**src/sv/smv_pkg.sv**
```systemverilog
// ----------------------------------------------------------------------------
// Servo move sequencer package
// Shared types and codes for the lid and arm servo sequencer.
// ----------------------------------------------------------------------------
package smv_pkg;

  // Angles are whole degrees in the range 0..180.
  localparam int unsigned ANGLE_BITS = 8;
  localparam logic [ANGLE_BITS-1:0] ANGLE_MAX = 8'd180;

  // Configuration register file.
  localparam int unsigned CFG_INDEX_BITS = 3;
  localparam logic [CFG_INDEX_BITS-1:0] REG_LID_OPEN      = 3'd0;
  localparam logic [CFG_INDEX_BITS-1:0] REG_LID_CLOSED    = 3'd1;
  localparam logic [CFG_INDEX_BITS-1:0] REG_ARM_EXTENDED  = 3'd2;
  localparam logic [CFG_INDEX_BITS-1:0] REG_ARM_RETRACTED = 3'd3;
  localparam logic [CFG_INDEX_BITS-1:0] REG_ARM_NEAR_EXT  = 3'd4;

  // Item kinds.
  localparam logic FUNC_START = 1'b0;
  localparam logic FUNC_POLL  = 1'b1;

  // Servo selection.
  localparam logic SERVO_LID = 1'b0;
  localparam logic SERVO_ARM = 1'b1;

  // Result status codes.
  localparam logic [1:0] STATUS_EXEC        = 2'd0;
  localparam logic [1:0] STATUS_DONE        = 2'd1;
  localparam logic [1:0] STATUS_UNSUPPORTED = 2'd2;

  // Action codes; anything from ACT_NONE upwards is a generic action.
  typedef enum logic [3:0] {
    ACT_OPEN_LID        = 4'd0,
    ACT_CLOSE_LID       = 4'd1,
    ACT_EXTEND_ARM      = 4'd2,
    ACT_RETRACT_ARM     = 4'd3,
    ACT_MOVE_LID        = 4'd4,
    ACT_PEEK_LID        = 4'd5,
    ACT_UNPEEK_LID      = 4'd6,
    ACT_RAMP_OPEN_LID   = 4'd7,
    ACT_RAMP_CLOSE_LID  = 4'd8,
    ACT_MOVE_ARM        = 4'd9,
    ACT_RAMP_EXTEND_ARM = 4'd10,
    ACT_RAMP_NEAR_ARM   = 4'd11,
    ACT_RAMP_RETRACT    = 4'd12,
    ACT_NONE            = 4'd13
  } action_t;

  typedef struct packed {
    logic [ANGLE_BITS-1:0] lid_open_angle;
    logic [ANGLE_BITS-1:0] lid_closed_angle;
    logic [ANGLE_BITS-1:0] arm_extended_angle;
    logic [ANGLE_BITS-1:0] arm_retracted_angle;
    logic [ANGLE_BITS-1:0] arm_near_extended_angle;
  } cfg_t;

  typedef struct packed {
    logic                  func;
    logic [3:0]            action_code;
    logic [ANGLE_BITS-1:0] first_value;
    logic [ANGLE_BITS-1:0] second_value;
    logic [15:0]           step_delay;
    logic                  ms_tick;
  } item_t;

  typedef struct packed {
    logic                  write_valid;
    logic                  servo_select;
    logic [ANGLE_BITS-1:0] servo_angle;
    logic [1:0]            status;
    logic                  switch_off_flag;
  } result_t;

endpackage

```
**src/sv/smv_cfg.sv**
```systemverilog
// ----------------------------------------------------------------------------
// Servo sequencer configuration registers
// Holds the five preset angles written over the configuration channel.
// ----------------------------------------------------------------------------
module smv_cfg (
  input  logic                                 clk,
  input  logic                                 rst,
  input  logic                                 cfg_valid,
  output logic                                 cfg_ready,
  input  logic [smv_pkg::CFG_INDEX_BITS-1:0]   cfg_index,
  input  logic [smv_pkg::ANGLE_BITS-1:0]       cfg_data,
  output smv_pkg::cfg_t                        cfg
);
  import smv_pkg::*;

  logic wr;

  // Writes are always taken; an index beyond the register list is dropped.
  assign cfg_ready = 1'b1;
  assign wr        = cfg_valid & cfg_ready;

  always_ff @(posedge clk) begin
    if (rst) begin
      cfg <= '0;
    end else if (wr) begin
      case (cfg_index)
        REG_LID_OPEN:      cfg.lid_open_angle          <= cfg_data;
        REG_LID_CLOSED:    cfg.lid_closed_angle        <= cfg_data;
        REG_ARM_EXTENDED:  cfg.arm_extended_angle      <= cfg_data;
        REG_ARM_RETRACTED: cfg.arm_retracted_angle     <= cfg_data;
        REG_ARM_NEAR_EXT:  cfg.arm_near_extended_angle <= cfg_data;
        default: ;
      endcase
    end
  end

endmodule

```
**src/sv/smv_core.sv**
```systemverilog
// ----------------------------------------------------------------------------
// Servo sequencer core
// Action state and the single-pass start and poll logic for one item.
// ----------------------------------------------------------------------------
module smv_core #(
  parameter int unsigned DELAY_BITS = 16
) (
  input  logic             clk,
  input  logic             rst,
  input  logic             en,
  input  smv_pkg::item_t   item,
  input  smv_pkg::cfg_t    cfg,
  output smv_pkg::result_t result
);
  import smv_pkg::*;

  // Action state.
  logic [ANGLE_BITS-1:0] current_angle, current_angle_next;
  logic [ANGLE_BITS-1:0] target_angle, target_angle_next;
  logic [DELAY_BITS-1:0] delay_setting, delay_setting_next;
  logic [DELAY_BITS-1:0] elapsed_count, elapsed_count_next;
  logic                  servo_in_use, servo_in_use_next;
  action_t               active_action, active_action_next;
  logic                  switch_off_seen, switch_off_seen_next;

  // Helpers.
  logic [31:0]           delay_a_wide;
  logic [31:0]           delay_b_wide;
  logic [31:0]           delay_c_wide;
  logic [ANGLE_BITS:0]   peek_sum;
  logic [ANGLE_BITS-1:0] peek_diff;
  logic [ANGLE_BITS-1:0] peek_angle;
  logic [DELAY_BITS:0]   tick_sum;
  logic                  step_fire;

  // Delay sources widened then cut to the configured delay width.
  assign delay_a_wide = 32'(item.step_delay);
  assign delay_b_wide = 32'(item.second_value);
  assign delay_c_wide = 32'(item.first_value);

  // Peek angle: closed angle moved toward open by the peek degrees, held to 0..180.
  always_comb begin
    peek_sum  = {1'b0, cfg.lid_closed_angle} + {1'b0, item.first_value};
    peek_diff = cfg.lid_closed_angle - item.first_value;
    if (cfg.lid_closed_angle > cfg.lid_open_angle) begin
      if (item.first_value > cfg.lid_closed_angle) begin
        peek_angle = '0;
      end else if (peek_diff > ANGLE_MAX) begin
        peek_angle = ANGLE_MAX;
      end else begin
        peek_angle = peek_diff;
      end
    end else if (peek_sum > {1'b0, ANGLE_MAX}) begin
      peek_angle = ANGLE_MAX;
    end else begin
      peek_angle = peek_sum[ANGLE_BITS-1:0];
    end
  end

  // Millisecond count and step event for ramps.
  assign tick_sum  = {1'b0, elapsed_count} + (DELAY_BITS+1)'(item.ms_tick);
  assign step_fire = (delay_setting == '0) || (tick_sum > {1'b0, delay_setting});

  // Start and poll handling.
  always_comb begin
    current_angle_next   = current_angle;
    target_angle_next    = target_angle;
    delay_setting_next   = delay_setting;
    elapsed_count_next   = elapsed_count;
    servo_in_use_next    = servo_in_use;
    active_action_next   = active_action;
    switch_off_seen_next = switch_off_seen;
    result               = '0;

    if (item.func == FUNC_START) begin
      elapsed_count_next   = '0;
      switch_off_seen_next = 1'b0;
      active_action_next   = (item.action_code >= ACT_NONE) ? ACT_NONE
                                                            : action_t'(item.action_code);
      case (item.action_code)
        ACT_OPEN_LID: begin
          servo_in_use_next  = SERVO_LID;
          current_angle_next = cfg.lid_open_angle;
        end
        ACT_CLOSE_LID: begin
          servo_in_use_next  = SERVO_LID;
          current_angle_next = cfg.lid_closed_angle;
        end
        ACT_EXTEND_ARM: begin
          servo_in_use_next  = SERVO_ARM;
          current_angle_next = cfg.arm_extended_angle;
        end
        ACT_RETRACT_ARM: begin
          servo_in_use_next  = SERVO_ARM;
          current_angle_next = cfg.arm_retracted_angle;
        end
        ACT_MOVE_LID: begin
          servo_in_use_next  = SERVO_LID;
          current_angle_next = item.first_value;
          target_angle_next  = item.second_value;
          delay_setting_next = delay_a_wide[DELAY_BITS-1:0];
        end
        ACT_PEEK_LID: begin
          servo_in_use_next  = SERVO_LID;
          current_angle_next = cfg.lid_closed_angle;
          target_angle_next  = peek_angle;
          delay_setting_next = delay_b_wide[DELAY_BITS-1:0];
        end
        ACT_UNPEEK_LID: begin
          servo_in_use_next  = SERVO_LID;
          current_angle_next = peek_angle;
          target_angle_next  = cfg.lid_closed_angle;
          delay_setting_next = delay_b_wide[DELAY_BITS-1:0];
        end
        ACT_RAMP_OPEN_LID: begin
          servo_in_use_next  = SERVO_LID;
          current_angle_next = cfg.lid_closed_angle;
          target_angle_next  = cfg.lid_open_angle;
          delay_setting_next = delay_c_wide[DELAY_BITS-1:0];
        end
        ACT_RAMP_CLOSE_LID: begin
          servo_in_use_next  = SERVO_LID;
          current_angle_next = cfg.lid_open_angle;
          target_angle_next  = cfg.lid_closed_angle;
          delay_setting_next = delay_c_wide[DELAY_BITS-1:0];
        end
        ACT_MOVE_ARM: begin
          servo_in_use_next  = SERVO_ARM;
          current_angle_next = item.first_value;
          target_angle_next  = item.second_value;
          delay_setting_next = delay_a_wide[DELAY_BITS-1:0];
        end
        ACT_RAMP_EXTEND_ARM: begin
          servo_in_use_next  = SERVO_ARM;
          current_angle_next = cfg.arm_retracted_angle;
          target_angle_next  = cfg.arm_extended_angle;
          delay_setting_next = delay_c_wide[DELAY_BITS-1:0];
        end
        ACT_RAMP_NEAR_ARM: begin
          servo_in_use_next  = SERVO_ARM;
          current_angle_next = cfg.arm_retracted_angle;
          target_angle_next  = cfg.arm_near_extended_angle;
          delay_setting_next = delay_c_wide[DELAY_BITS-1:0];
        end
        ACT_RAMP_RETRACT: begin
          servo_in_use_next  = SERVO_ARM;
          current_angle_next = cfg.arm_extended_angle;
          target_angle_next  = cfg.arm_retracted_angle;
          delay_setting_next = delay_c_wide[DELAY_BITS-1:0];
        end
        default: ;
      endcase
      result.status = (item.action_code >= ACT_NONE) ? STATUS_UNSUPPORTED : STATUS_EXEC;
    end else if (active_action >= ACT_NONE) begin
      result.status = STATUS_UNSUPPORTED;
    end else if (active_action <= ACT_RETRACT_ARM) begin
      // Immediate action: write the preset angle and complete.
      if (active_action == ACT_EXTEND_ARM) begin
        switch_off_seen_next = 1'b1;
      end
      result.write_valid  = 1'b1;
      result.servo_select = servo_in_use;
      result.servo_angle  = current_angle;
      result.status       = STATUS_DONE;
    end else begin
      // Ramp: count milliseconds and step one degree on each step event.
      elapsed_count_next = tick_sum[DELAY_BITS] ? '1 : tick_sum[DELAY_BITS-1:0];
      if (step_fire) begin
        elapsed_count_next = '0;
        if (current_angle < target_angle) begin
          current_angle_next  = current_angle + 1'b1;
          result.write_valid  = 1'b1;
          result.servo_select = servo_in_use;
          result.servo_angle  = current_angle + 1'b1;
        end else if (current_angle > target_angle) begin
          current_angle_next  = current_angle - 1'b1;
          result.write_valid  = 1'b1;
          result.servo_select = servo_in_use;
          result.servo_angle  = current_angle - 1'b1;
        end else begin
          result.status = STATUS_DONE;
          if (active_action == ACT_RAMP_EXTEND_ARM) begin
            switch_off_seen_next = 1'b1;
          end
        end
      end
    end

    result.switch_off_flag = switch_off_seen_next;
  end

  // State update, one item per enabled cycle.
  always_ff @(posedge clk) begin
    if (rst) begin
      current_angle   <= '0;
      target_angle    <= '0;
      delay_setting   <= '0;
      elapsed_count   <= '0;
      servo_in_use    <= SERVO_LID;
      active_action   <= ACT_NONE;
      switch_off_seen <= 1'b0;
    end else if (en) begin
      current_angle   <= current_angle_next;
      target_angle    <= target_angle_next;
      delay_setting   <= delay_setting_next;
      elapsed_count   <= elapsed_count_next;
      servo_in_use    <= servo_in_use_next;
      active_action   <= active_action_next;
      switch_off_seen <= switch_off_seen_next;
    end
  end

endmodule

```
**src/sv/servo_move_sequencer.sv**
```systemverilog
// ----------------------------------------------------------------------------
// Servo move sequencer
// Lid and arm servo action sequencer with one-degree slew-rate limited ramps.
// ----------------------------------------------------------------------------
// The block takes one item in every clock cycle and returns one result for
// each via the input register and then the result register. Each item is
// handled in a single pass from the input register through the action state
// update into the result register, so the rate is bounded only by result-side
// back-pressure. Preset angles must be written over the configuration channel
// only while the block is idle; the block itself does not enforce this.
module servo_move_sequencer #(
  parameter int unsigned DELAY_BITS = 16
) (
  input  logic                               clk,
  input  logic                               rst,
  // Item input.
  input  logic                               s_tvalid,
  output logic                               s_tready,
  // action_code[3:0], first_value[11:4], second_value[19:12],
  // step_delay[35:20], ms_tick[36], zero padding above.
  input  logic [39:0]                        s_tdata,
  // func[0].
  input  logic                               s_tuser,
  // Result output.
  output logic                               m_tvalid,
  input  logic                               m_tready,
  // servo_select[0], servo_angle[8:1], status[10:9], switch_off_flag[11],
  // zero padding above.
  output logic [15:0]                        m_tdata,
  // write_valid[0].
  output logic                               m_tuser,
  // Configuration write channel.
  input  logic                               cfg_valid,
  output logic                               cfg_ready,
  input  logic [smv_pkg::CFG_INDEX_BITS-1:0] cfg_index,
  input  logic [smv_pkg::ANGLE_BITS-1:0]     cfg_data
);
  import smv_pkg::*;

  cfg_t    cfg;
  item_t   in_item;
  logic    in_valid;
  logic    advance;
  result_t result;
  result_t out_result;

  smv_cfg u_cfg (
    .clk       (clk),
    .rst       (rst),
    .cfg_valid (cfg_valid),
    .cfg_ready (cfg_ready),
    .cfg_index (cfg_index),
    .cfg_data  (cfg_data),
    .cfg       (cfg)
  );

  // The held item moves on whenever the result register is free or draining.
  assign advance  = in_valid & (~m_tvalid | m_tready);
  assign s_tready = ~in_valid | advance;

  // Input register.
  always_ff @(posedge clk) begin
    if (rst) begin
      in_valid <= 1'b0;
    end else if (s_tvalid & s_tready) begin
      in_valid <= 1'b1;
    end else if (advance) begin
      in_valid <= 1'b0;
    end
  end

  always_ff @(posedge clk) begin
    if (s_tvalid & s_tready) begin
      in_item.func         <= s_tuser;
      in_item.action_code  <= s_tdata[3:0];
      in_item.first_value  <= s_tdata[11:4];
      in_item.second_value <= s_tdata[19:12];
      in_item.step_delay   <= s_tdata[35:20];
      in_item.ms_tick      <= s_tdata[36];
    end
  end

  smv_core #(
    .DELAY_BITS (DELAY_BITS)
  ) u_core (
    .clk    (clk),
    .rst    (rst),
    .en     (advance),
    .item   (in_item),
    .cfg    (cfg),
    .result (result)
  );

  // Result register.
  always_ff @(posedge clk) begin
    if (rst) begin
      m_tvalid <= 1'b0;
    end else if (advance) begin
      m_tvalid <= 1'b1;
    end else if (m_tready) begin
      m_tvalid <= 1'b0;
    end
  end

  always_ff @(posedge clk) begin
    if (advance) begin
      out_result <= result;
    end
  end

  // Pack the result transaction.
  assign m_tuser = out_result.write_valid;
  assign m_tdata = {4'b0000, out_result.switch_off_flag, out_result.status,
                    out_result.servo_angle, out_result.servo_select};

endmodule

```
**config.mk**
```make
export PLATFORM = sky130hd
export DESIGN_NAME = servo_move_sequencer
export DESIGN_NICKNAME = d
export VERILOG_FILES = /design/src/sv/smv_pkg.sv /design/src/sv/smv_cfg.sv /design/src/sv/smv_core.sv /design/src/sv/servo_move_sequencer.sv
export SDC_FILE = /design/constraint.sdc
export NUM_CORES = 1
export LEC_CHECK = 0
export BUFFER_PORTS_ARGS = -buffer_cell sky130_fd_sc_hd__buf_2
export CELL_PAD_IN_SITES_DETAIL_PLACEMENT = 0
export CELL_PAD_IN_SITES_GLOBAL_PLACEMENT = 1
export CORE_UTILIZATION = 46
export DETAILED_ROUTE_END_ITERATION = 16
export GPL_ROUTABILITY_DRIVEN = 0
export PLACE_DENSITY_LB_ADDON = 0.25
export SETUP_SLACK_MARGIN = 0.4
export SLEW_MARGIN = 0
export SYNTH_ARGS = -nofsm -noshare
export SYNTH_HDL_FRONTEND = slang
export SYNTH_SLANG_ARGS = --single-unit
```
**constraint.sdc**
```tcl
create_clock -name clk -period 4.6 [get_ports clk]
set_input_delay 0.46 -clock clk [delete_from_list [all_inputs] [get_ports clk]]
set_output_delay 0.46 -clock clk [all_outputs]
set_load 0.05 [all_outputs]
```
==> impl_results.md, run 1 <==
- Outcome: finished, final reports clean
- Main combinational cell family by area after synthesis: compound AO/OA/AOI/OAI gates
- Worst Skew: 0.0203 ns
- Die Y: 145 um
- Synth Register Bits: 147
- WL met2: ~12000 um
- Simple-gate portion of the synthesized area: 19.8%
- Crit. End Element: flip-flop
- Final Cycle Share: between 80% and 90%
- CTS Sinks: 147
- Clock buffer depth: 2
- Max incr delay on CP: 0.42 ns
- Final layout net count: roughly 1300
- Largest net degree at the start of global routing: 57
- Initial Util: a little under half
- Ys Warns: 0
- WL met1: 12800 um
- Vias per cell: 6.02
- DP HPWL: 20500 um
- Post-layout min period: 3.86 ns
- Fin area: 10500 um^2
- Layout cells sized above 1: between 10% and 20%
- Antenna-violating nets left: 0
- Seq/Total Area, Yosys: 36.8%
- Area grow syn2layout: 11.9%
- Cell Area, Placed: ~9800 um^2
- Port bufs: 68
- Syn avg cell area: just over 8 um^2
- Crit path buf inv count: 0
- Clock power frac: 40.2%
- CP cell instances: ha_2 -> ha_1 -> nand2_1 -> or3_1 -> nor3_1 -> xor2_1 -> ha_1 -> nand2_1 -> nor4_2 -> nand2_1 -> a211o_4 -> o21ai_2 -> nor2_1 -> a22oi_1 -> nor2_1
- Psw: 1.14 mW
- Syn Inst Count: 1134
- Setup violators final: 0
- CTS tree: yes
- Switching Fraction: 31.2%
- Hold depth: 1
- Max layer used: met4
- R2R Setup Slk: about 0.74 ns
- Detailed Routing Iterations Pass 1: 6
- Synth Area in Compound Gates: a little over a quarter
- Worst hold-check path type: in -> reg
- Clock root buffer master: clkbuf_16
- FF-to-FF End: m_tdata[4]
- PD cells: 348 nW/um^2
- Register share of total power: 39.8%
- Initial antenna violation count: 0
- Part of the power in combinational logic: around 20%
- Post-Synth XOR/XNOR Area: 2.24%
- Worst-Skew Late Latency: 0.44 ns
- Total GRT Usage: 26.8%
- Max Slew Vio Count: 0
- Ant diodes: 0
- Synthesized cell area: 9390 um^2
- Hold Vio Cnt, Final: 0
- Post-synthesis mux area share: 0.799%
- FMAX: between 0.2 and 0.3 GHz
- Number of DRC markers in iteration 0: 896
- Vias post-DR: 8724
- CP max stage cell: or3_1
- Tot Pwr: about 3.7 mW
- Crit path kind: reg -> reg
- First-pass GRT wire length: approximately 45000 um
- EDFF count, synth: 51
- Num CTS Buffers: 17
- Hold Path Sink: in_item[16]
- Synth Flop Type: dfxtp_1
- Congestion Overflow GR: 0
- Synth cell types: 95
- Hold path start: s_tdata[35]
- R2r startpoint: u_core.elapsed_count[0]
- Post-Synth Adder-Cell Area: about 7.5%
- Critical Path Most Common Cell: nand2_1
- Met3 WL: 2040 um
- Avg WL per Cell: approximately 19 um
- Reg clk slew, reported paths: 0.08 ns
- Worst reg2reg path depth: 15
- Hold buffers post-CTS: 0
- Commonest cells after routing, fill and taps aside: nand2_1, a21oi_1, nor2_1
- WP data arrival: 4.03 ns
- Async SR Flop Fraction: 0%
- Commonest non-fill, non-tap cell in the layout: nand2_1
- Slew Limit Headroom: 33.6%
- Num rows: 51
- Peak VDD IR: around 0.24 mV
- Die width: 145 um
- Ports: 77
- Critical path's top delay family: simple AND/OR/NAND/NOR gates
- RSZ-0062 raised after global routing: no
- Maxcap violations: 0
- Setup TNS: 0 ns
- Total core area: 19700 um^2
- Req. time, crit path: 4.76 ns
- CP startpoint kind: flip-flop
- Detailed Route WL: 27600 um
- Vias in the first global route: 8098
- Die area: approximately 21000 um^2
- H-tree depth reported by CTS: 4
- Drt drc: 0
- Pint: 2.52 mW
- Static Leakage: 3.98 nW
- Critical path peak fanout: 7
- Measured slew at the worst slew-check pin: 0.997 ns
==> power by group through the flow <==
stage	Clock [mW]	Combinational, mW	Sequential (mW)
4_1_cts	1.50	0.718	1.45
6_report	1.47	0.731	1.46
5_1_grt	1.55	0.806	1.46
2_1_floorplan	0	0.534	1.47
3_3_place_gp	0	0.711	1.48
3_5_place_dp	0	0.713	1.48
==> cell usage after synthesis, types with 6 or more instances <==
cell type	instances	share of area (%)
buf_2	9	0.48
a211oi_1	16	1.3
a21oi_1	123	6.6
nand2b_1	10	0.67
a221oi_1	19	1.8
nand3_1	31	1.7
o211ai_1	10	0.80
a21o_1	15	1.2
buf_4	7	0.56
o22ai_1	7	0.47
and2_1	8	0.53
a22oi_1	26	2.1
or2_2	6	0.40
nand2_1	172	6.9
o21ai_1	13	0.69
o31ai_1	7	0.56
dfxtp_1	96	20
xnor2_1	16	1.5
o21ai_0	42	2.2
nand4_1	10	0.67
clkbuf_1	40	1.6
nor4_1	8	0.53
xor2_1	8	0.75
or3_1	6	0.40
ha_1	53	7.1
and3_1	7	0.47
edfxtp_1	51	16
o221ai_1	7	0.65
nor2_1	100	4.0
inv_1	55	2.2
nor3_1	18	0.96
nor2b_1	14	0.93
==> worst reg2reg max path, stage by stage (launching register included) <==
cell	delay, ns
dfxtp_1	0.34
ha_2	0.25
ha_1	0.19
nand2_1	0.10
or3_1	0.42
nor3_1	0.24
xor2_1	0.13
ha_1	0.31
nand2_1	0.08
nor4_2	0.28
nand2_1	0.14
a211o_4	0.41
o21ai_2	0.25
nor2_1	0.15
a22oi_1	0.22
nor2_1	0.06
==> cell type report <==
cell class | count | area (um^2)
clock buffers | 18 | 450
multi-input cells | 868 | 5450
repair buffers | 77 | 420
flip-flops and latches | 147 | 3450
clock inverters | 14 | 183
well taps | 265 | 332
fillers | 1896 | 9210
inverters | 59 | 224
==> flip-flops by register name, summed over array words and instances (netlist names) <==
name / flops
m_tuser: 1
u_core.current_angle: 8
u_core.switch_off_seen: 1
u_core.delay_setting: 16
u_core.elapsed_count: 16
m_tdata: 12
u_core.target_angle: 8
u_core.active_action: 4
m_tvalid: 1
in_valid: 1
u_cfg.cfg: 40
u_core.servo_in_use: 1
in_item: 38
==> per-stage QoR <==
step	util, %	setup slack (ns)	hold slack (ns)	cells
6_report	53.3	0.736	0.191	1448
5_1_grt	53.3	0.423	0.170	1448
4_1_cts	53.2	0.580	0.172	1447
3_5_place_dp	50.0	0.621	0.451	1415
3_3_place_gp	50.0	0.671	0.443	1415
2_1_floorplan	-	1.14	0.433	1137
==> metal layers <==
| metal | vias up | GRT usage [%] |
|---|---|---|
| met5 | - | 0 |
| met3 | 45 | 4.94 |
| met1 | 4113 | 38.4 |
| met2 | 335 | 40.9 |
| li1 | 4231 | - |
| met4 | 0 | 7.50 |
==> how the worst max path moves through the flow <==
stage | to | cells after the start | slack (ns) | startpoint
2_1_floorplan | m_tdata[4] | 15 | 1.14 | in_item[0]
3_3_place_gp | m_tdata[4] | 15 | 0.67 | in_item[0]
3_5_place_dp | m_tdata[4] | 15 | 0.62 | u_core.elapsed_count[0]
4_1_cts | m_tdata[4] | 15 | 0.58 | u_core.elapsed_count[0]
5_1_grt | u_core.switch_off_seen | 15 | 0.42 | u_core.elapsed_count[0]
6_report | m_tdata[4] | 15 | 0.74 | u_core.elapsed_count[0]
==> what timing repair did <==
| action | in CTS | in global routing |
|---|---|---|
| setup buffers | 0 | 1 |
| resized for setup | 0 | 4 |
| endpoints found under the setup margin | 0 | 30 |
==> cell families (layout without fill, tap and decap cells) <==
logic type                 after synthesis  after routing
AOI/OAI and AO/OA                      370            370
buffers and inverters                  122            168
adders and majority gates               55             55
xor gates and xnor gates                24             24
and+or+nand+nor                        407            407
muxes                                    7              7
DFF                                    147            147
other                                    2              5
Power figures use the tool's default switching activity.
==> run 2, diff against run 1 <==
ABC_AREA = 1   (was unset)
CORE_UTILIZATION = 40   (was 46)
clock period = 3.35 ns   (was 4.6 ns; I/O delays follow)
==> run 2 against run 1 <==
Effect of this change: register-to-register slack worse by 0.56 ns; synthesized cell count is 5.1% higher; critical path depth is 11 higher; total power is 38% higher; worst setup slack worse by 0.56 ns; global-route usage is 4.2 points lower; sequential cell count stayed put; sequential power is 38% higher; largest power group is now sequential cells.
==> impl_results.md, run 2 <==
- Hold Vio Cnt, Final: 0
- Setup TNS: 0 ns
- Max incr delay on CP: 0.37 ns
- Peak VDD IR: 0.342 mV
- FMAX: 0.315 GHz
- Worst Skew: approximately 0.016 ns
- Num rows: 54
- Setup violators final: 0
- Biggest regs: u_cfg.cfg: 40 flops, in_item: 38 flops
- Ports: 77
- Critical path peak fanout: 8
- Slew Limit Headroom: 40.6%
- Dpl ws: 0.0258 ns
- R2R Setup Slk: about 0.18 ns
- Area grow syn2layout: 17.4%
- Max Slew Vio Count: 0
- Vias per cell: 5.15
- Final Cycle Share: 94.6%
- Clock buffer depth: 2
- Synth Flop Type: dfxtp_1
- Crit path kind: reg -> reg
- Maxcap violations: 0
- Synthesized cell area: 8850 um^2
- Num CTS Buffers: 17
- Port bufs: 68
- Initial antenna violation count: 0
- Drt drc: 0
- Commonest cells after routing, fill and taps aside: nand2_1, inv_1, a21oi_1
- Fin area: 10400 um^2
- Layout cells sized above 1: 15.2%
- Number of DRC markers in iteration 0: 476
- EDFF count, synth: 51
- Congestion Overflow GR: 0
- Top-count cell post-synth: nand2_1
- Most frequent cells after synthesis: nand2_1, inv_1, a21oi_1
- Req. time, crit path: 3.68 ns
- H-tree depth reported by CTS: 4
- Die width: 151 um
- Die Y: 151 um
- Outcome: finished, final reports clean
- Cell Area, Placed: 9530 um^2
- Static Leakage: 4.57 nW
- Die area: 22700 um^2
- CP startpoint kind: flip-flop
- Ys Warns: 0
- Detailed Routing Iterations Pass 1: 5
- Clock root buffer master: clkbuf_16
- Crit. End Element: flip-flop
- First-pass GRT wire length: 39500 um
- Seq/Total Area, Yosys: 39.0%
- Synth area leaders: dfxtp_1, edfxtp_1, nand2_1
- Reg clk slew, reported paths: approximately 0.070 ns
- PD cells: 487 nW/um^2
- Synth area leader: dfxtp_1
- CTS tree: yes
- CTS Sinks: between 100 and 150
- Fillers: 2201
- Largest register FFs: 40
- Synth cell types: 47
- Ant diodes: 0
- Commonest non-fill, non-tap cell in the layout: nand2_1
- Syn avg cell area: 7.43 um^2
- Post-layout min period: 3.17 ns
- Critical Path Most Common Cell: nand2_1
- Vias in the first global route: 7397
- Detailed Route WL: 25300 um
- Synth Register Bits: 147
- Initial Util: 40.7%
- Worst hold-check path type: in -> reg
- RSZ-0062 raised after global routing: yes
- Non-Filler Instances: between 1500 and 2000
- Cells after DPL: 1524
- WP data arrival: 3.50 ns
- Worst-Skew Late Latency: 0.43 ns
- DP HPWL: 19400 um
- CP max stage cell: edfxtp_1
- Largest net degree at the start of global routing: 57
- Measured slew at the worst slew-check pin: 0.884 ns
- Total core area: ~22000 um^2
- Final layout net count: 1383
- Largest Register: u_cfg.cfg
- Hold buffers post-CTS: 0
- Syn Inst Count: 1192
- Avg WL per Cell: 16.2 um
- Async SR Flop Fraction: 0%
- Vias post-DR: between 8000 and 9000
- Total GRT Usage: 22.6%
- Final worst slack: 0.179 ns
- Worst hold slack: 0.0731 ns
- Antenna-violating nets left: 0
- Top cell type's share of synthesized area: 21.7%
## run 2: cell types whose count changed in the layout (fill, tap and decap cells not counted), sizes merged, moves of 12 or more
cell / previous run / this run
inv: 65 / 177
nand2: 172 / 272
nand3: 32 / 67
a22oi: 26 / 1
buf: 77 / 100
o21ai: 55 / 77
nand4: 10 / 26
nor2b: 15 / 0
a21o: 15 / 1
xnor2: 16 / 3
a21oi: 125 / 113
nor3: 22 / 10
## run 2: area by class of cell
| type | instances | area (um^2) | share of cell area, % |
|---|---|---|---|
| timing repair buffer | 101 | 626 | 6.02 |
| inverter | 172 | 651 | 6.26 |
| clock inverter | 14 | 169 | 1.62 |
| sequential | 147 | 3450 | 33.2 |
| multi-input combinational | 832 | 4710 | 45.3 |
| tap | 280 | 350 | 3.37 |
| clock buffer | 18 | 439 | 4.22 |
## run 2: kinds of logic after synthesis
| group | share of synthesized area, % |
|---|---|
| compound gates | 16.8 |
| xor+xnor | 2.08 |
| fa+ha+maj | 7.94 |
| buf+inv | 9.77 |
| flops | 39.0 |
| other cells | 0.0848 |
| simple gates | 24.3 |
## run 2: layer usage
metal	wire (um)	GRT usage, %
met1	11900	30.3
met2	11800	36.3
met3	1090	4.97
met4	487	6.65
met5	0	0
## run 2: path summary, 6_finish.rpt
| check | startpoint | endpoint | depth (start not counted) |
|---|---|---|---|
| max reg2reg | in_item[0] | u_core.current_angle[3] | 26 |
| max | in_item[0] | u_core.current_angle[3] | 26 |
| min | s_tdata[6] | in_item[27] | 1 |
| min reg2reg | u_core.target_angle[4] | u_core.target_angle[4] | 2 |
## run 2: repair_timing
item | CTS | global route
setup buffers | 4 | 3
gates cloned | 0 | 1
endpoints found under the setup margin | 37 | 37
pin swaps | 7 | 17
resized for setup | 12 | 27
## run 2: critical path: cells and delay by family, from the launching register on
| family | cells | cell delay [ns] |
|---|---|---|
| AND/OR/NAND/NOR | 20 | 1.89 |
| adder cells (fa/ha/maj) | 2 | 0.46 |
| flip-flops | 1 | 0.37 |
| buffers and inverters | 3 | 0.19 |
| XOR/XNOR | 1 | 0.16 |
## run 2: report_power, final
| group | internal (mW) | switching [mW] | leakage (nW) | total (mW) |
|---|---|---|---|---|
| Combinational | 0.351 | 0.715 | 3.00 | 1.07 |
| Sequential | 1.94 | 0.0680 | 1.28 | 2.01 |
| Clock | 1.14 | 0.845 | 0.296 | 1.99 |
| Total | 3.43 | 1.63 | 4.57 | 5.06 |
## run 2: stage by stage
step / total power [mW] / utilization (%)
after global routing: 5.30 / 47.8
after detailed placement: 3.04 / 43.8
after global placement: 3.03 / 43.8
after floorplan: 2.77 / -
final: 5.06 / 47.8
after CTS: 5.05 / 47.0
==> run 3, diff against run 2 <==
GPL_TIMING_DRIVEN = 0   (was unset)
==> run 3 against run 2 <==
Effect of this change: die area unchanged; first-iteration DRC count down 0.84%; wire length up 3.9%; via count up 3.7%; worst setup slack worse by 0.15 ns; cell count up 2.0%; total power up 2.3%.
==> impl_results.md, run 3 (same netlist as run 2, synthesis figures left out) <==
- Outcome: finished, final reports clean
- Initial antenna violation count: 2
- RSZ-0062 raised after global routing: yes
- Part of the power in combinational logic: 21.4%
- Worst-Skew Late Latency: 0.43 ns
- Total GRT Usage: 23.5%
- Critical path peak fanout: 6
- Num CTS Buffers: 17
- Clock buffer depth: 2
- Total core area: 21800 um^2
- Measured slew at the worst slew-check pin: 1.06 ns
- Setup violators final: 0
- Crit path kind: reg -> reg
- Slew Limit Headroom: 29.1%
- Vias in the first global route: 7501
- Die Y: 151 um
- H-tree depth reported by CTS: 4
- CP startpoint kind: flip-flop
- Antenna-violating nets left: 0
- Final core occ: 48.9%
- Static Leakage: 4.69 nW
- Die area: 22700 um^2
- Clock root buffer master: clkbuf_16
- Cell Area, Placed: roughly 9600 um^2
- Port bufs: 67
- Largest register FFs: 40
- Largest net degree at the start of global routing: 39
- Biggest regs: u_cfg.cfg: 40 flops, in_item: 38 flops
- Setup TNS: 0 ns
- Clock power frac: 39.8%
- Peak VDD IR: 0.332 mV
- Vias post-DR: 8342
- Post-layout min period: 3.32 ns
- Max Slew Vio Count: 0
- Vias per cell: 5.23
- Switching Fraction: 31.2%
- WP data arrival: 3.59 ns
- Final Cycle Share: between 90% and 100%
- Number of DRC markers in iteration 0: 472
- Req. time, crit path: about 3.6 ns
- Layout cells sized above 1: between 15 and 20%
- CTS tree: yes
- Commonest cells after routing, fill and taps aside: nand2_1, inv_1, a21oi_1
- Largest Register: u_cfg.cfg
- FMAX: roughly 0.30 GHz
- Avg WL per Cell: 16.5 um
- Area grow syn2layout: 20.1%
- CTS Sinks: 147
- Crit. End Element: flip-flop
- Worst Skew: between 0.008 and 0.009 ns
- Psw: 1.61 mW
- PD cells: 487 nW/um^2
- Detailed Routing Iterations Pass 1: 5
- Worst hold-check path type: in -> reg
- Initial Util: between 40% and 50%
- Commonest non-fill, non-tap cell in the layout: nand2_1
- Final layout net count: 1412
- Num rows: 54
- Fin area: 10600 um^2
- Hold Vio Cnt, Final: 0
- First-pass GRT wire length: between 40000 and 50000 um
- DP HPWL: 20300 um
- Ports: 77
- Die width: 151 um
- Pint: 3.56 mW
- Congestion Overflow GR: 0
- Tot Pwr: around 5.2 mW
- Register share of total power: 38.8%
- Drt drc: 0
- Detailed Route WL: 26300 um
- Reg clk slew, reported paths: ~0.07 ns
- Maxcap violations: 0
==> run 3: changes by cell type in the layout (fill, tap and decap cells not counted), moves of 4 or more <==
cell / change
nand3_2: +6
nand2_1: -12
buf_2: +9
buf_4: -5
clkbuf_1: +24
a21oi_1: -9
o21ai_0: -8
o21ai_2: +8
nand2_2: +9
nand3_1: -4
a21oi_2: +9
==> run 3: metrics by stage <==
step	std cells	setup slack, ns	hold WS, ns
after global placement	1542	-0.154	0.455
after detailed placement	1542	-0.184	0.460
after floorplan	1195	0.407	0.430
final	1595	0.0337	0.0766
after CTS	1583	0.0724	0.0675
after global routing	1595	-0.184	0.0652
==> run 3: area by class of cell <==
class	instances	area [um^2]
Multi-Input combinational cell	833	4830
Antenna cell	2	5.00
Timing Repair Buffer	85	485
Tap cell	280	350
Inverter	172	648
Fill cell	2198	11100
Buffer	44	223
Clock inverter	14	201
Sequential cell	147	3460
Clock buffer	18	429
==> run 3: critical path, cell delays in order (launching register included) <==
cell	delay, ns
edfxtp_1	0.41
ha_4	0.19
ha_1	0.14
nand4_1	0.12
nor3_2	0.27
xor2_1	0.28
inv_1	0.11
ha_4	0.28
nand2_2	0.06
nor2_4	0.13
inv_2	0.05
nor2_2	0.11
nand2_1	0.05
nand2_1	0.05
nand2_1	0.04
nand2_1	0.05
nand2_1	0.06
nand2_2	0.07
nand2_2	0.06
nand2_4	0.14
nand2_4	0.08
nor2_4	0.18
nand2_1	0.08
a21oi_1	0.12
==> run 3: layer usage <==
layer	track usage [%]	part of all wire, %	routed length, um	vias up
met5	0	0	0	-
met1	31.4	46	12200	3869
met3	3.91	4.6	1200	53
li1	-	-	-	4205
met2	38.3	46	12200	215
met4	7.50	2.5	652	0
==> run 3: timing repair <==
action,in CTS,in global routing
pin swaps,21,46
gates cloned,1,1
setup endpoints to repair,37,37
gates resized for setup,40,45
setup buffers,8,9
hold endpoints to repair,0,0
hold buffers,0,0
==> run 3: final timing paths <==
path	slack, ns	cells past startpoint	from	endpoint
worst max-delay path	0.03	23	in_item[0]	m_tdata[3]
worst min-delay path	0.08	1	s_tdata[5]	in_item[26]
worst max register to register	0.03	23	in_item[0]	m_tdata[3]
worst min register to register	0.47	2	u_core.target_angle[3]	u_core.target_angle[3]
==> run 3: power by group through the flow <==
| stage | Clock, mW | Combinational (mW) | Sequential [mW] |
|---|---|---|---|
| after floorplan | 0 | 0.715 | 2.06 |
| after global placement | 0 | 1.01 | 2.04 |
| after detailed placement | 0 | 1.01 | 2.04 |
| after CTS | 2.08 | 1.06 | 2.01 |
| after global routing | 2.16 | 1.24 | 2.02 |
| final | 2.06 | 1.11 | 2.01 |
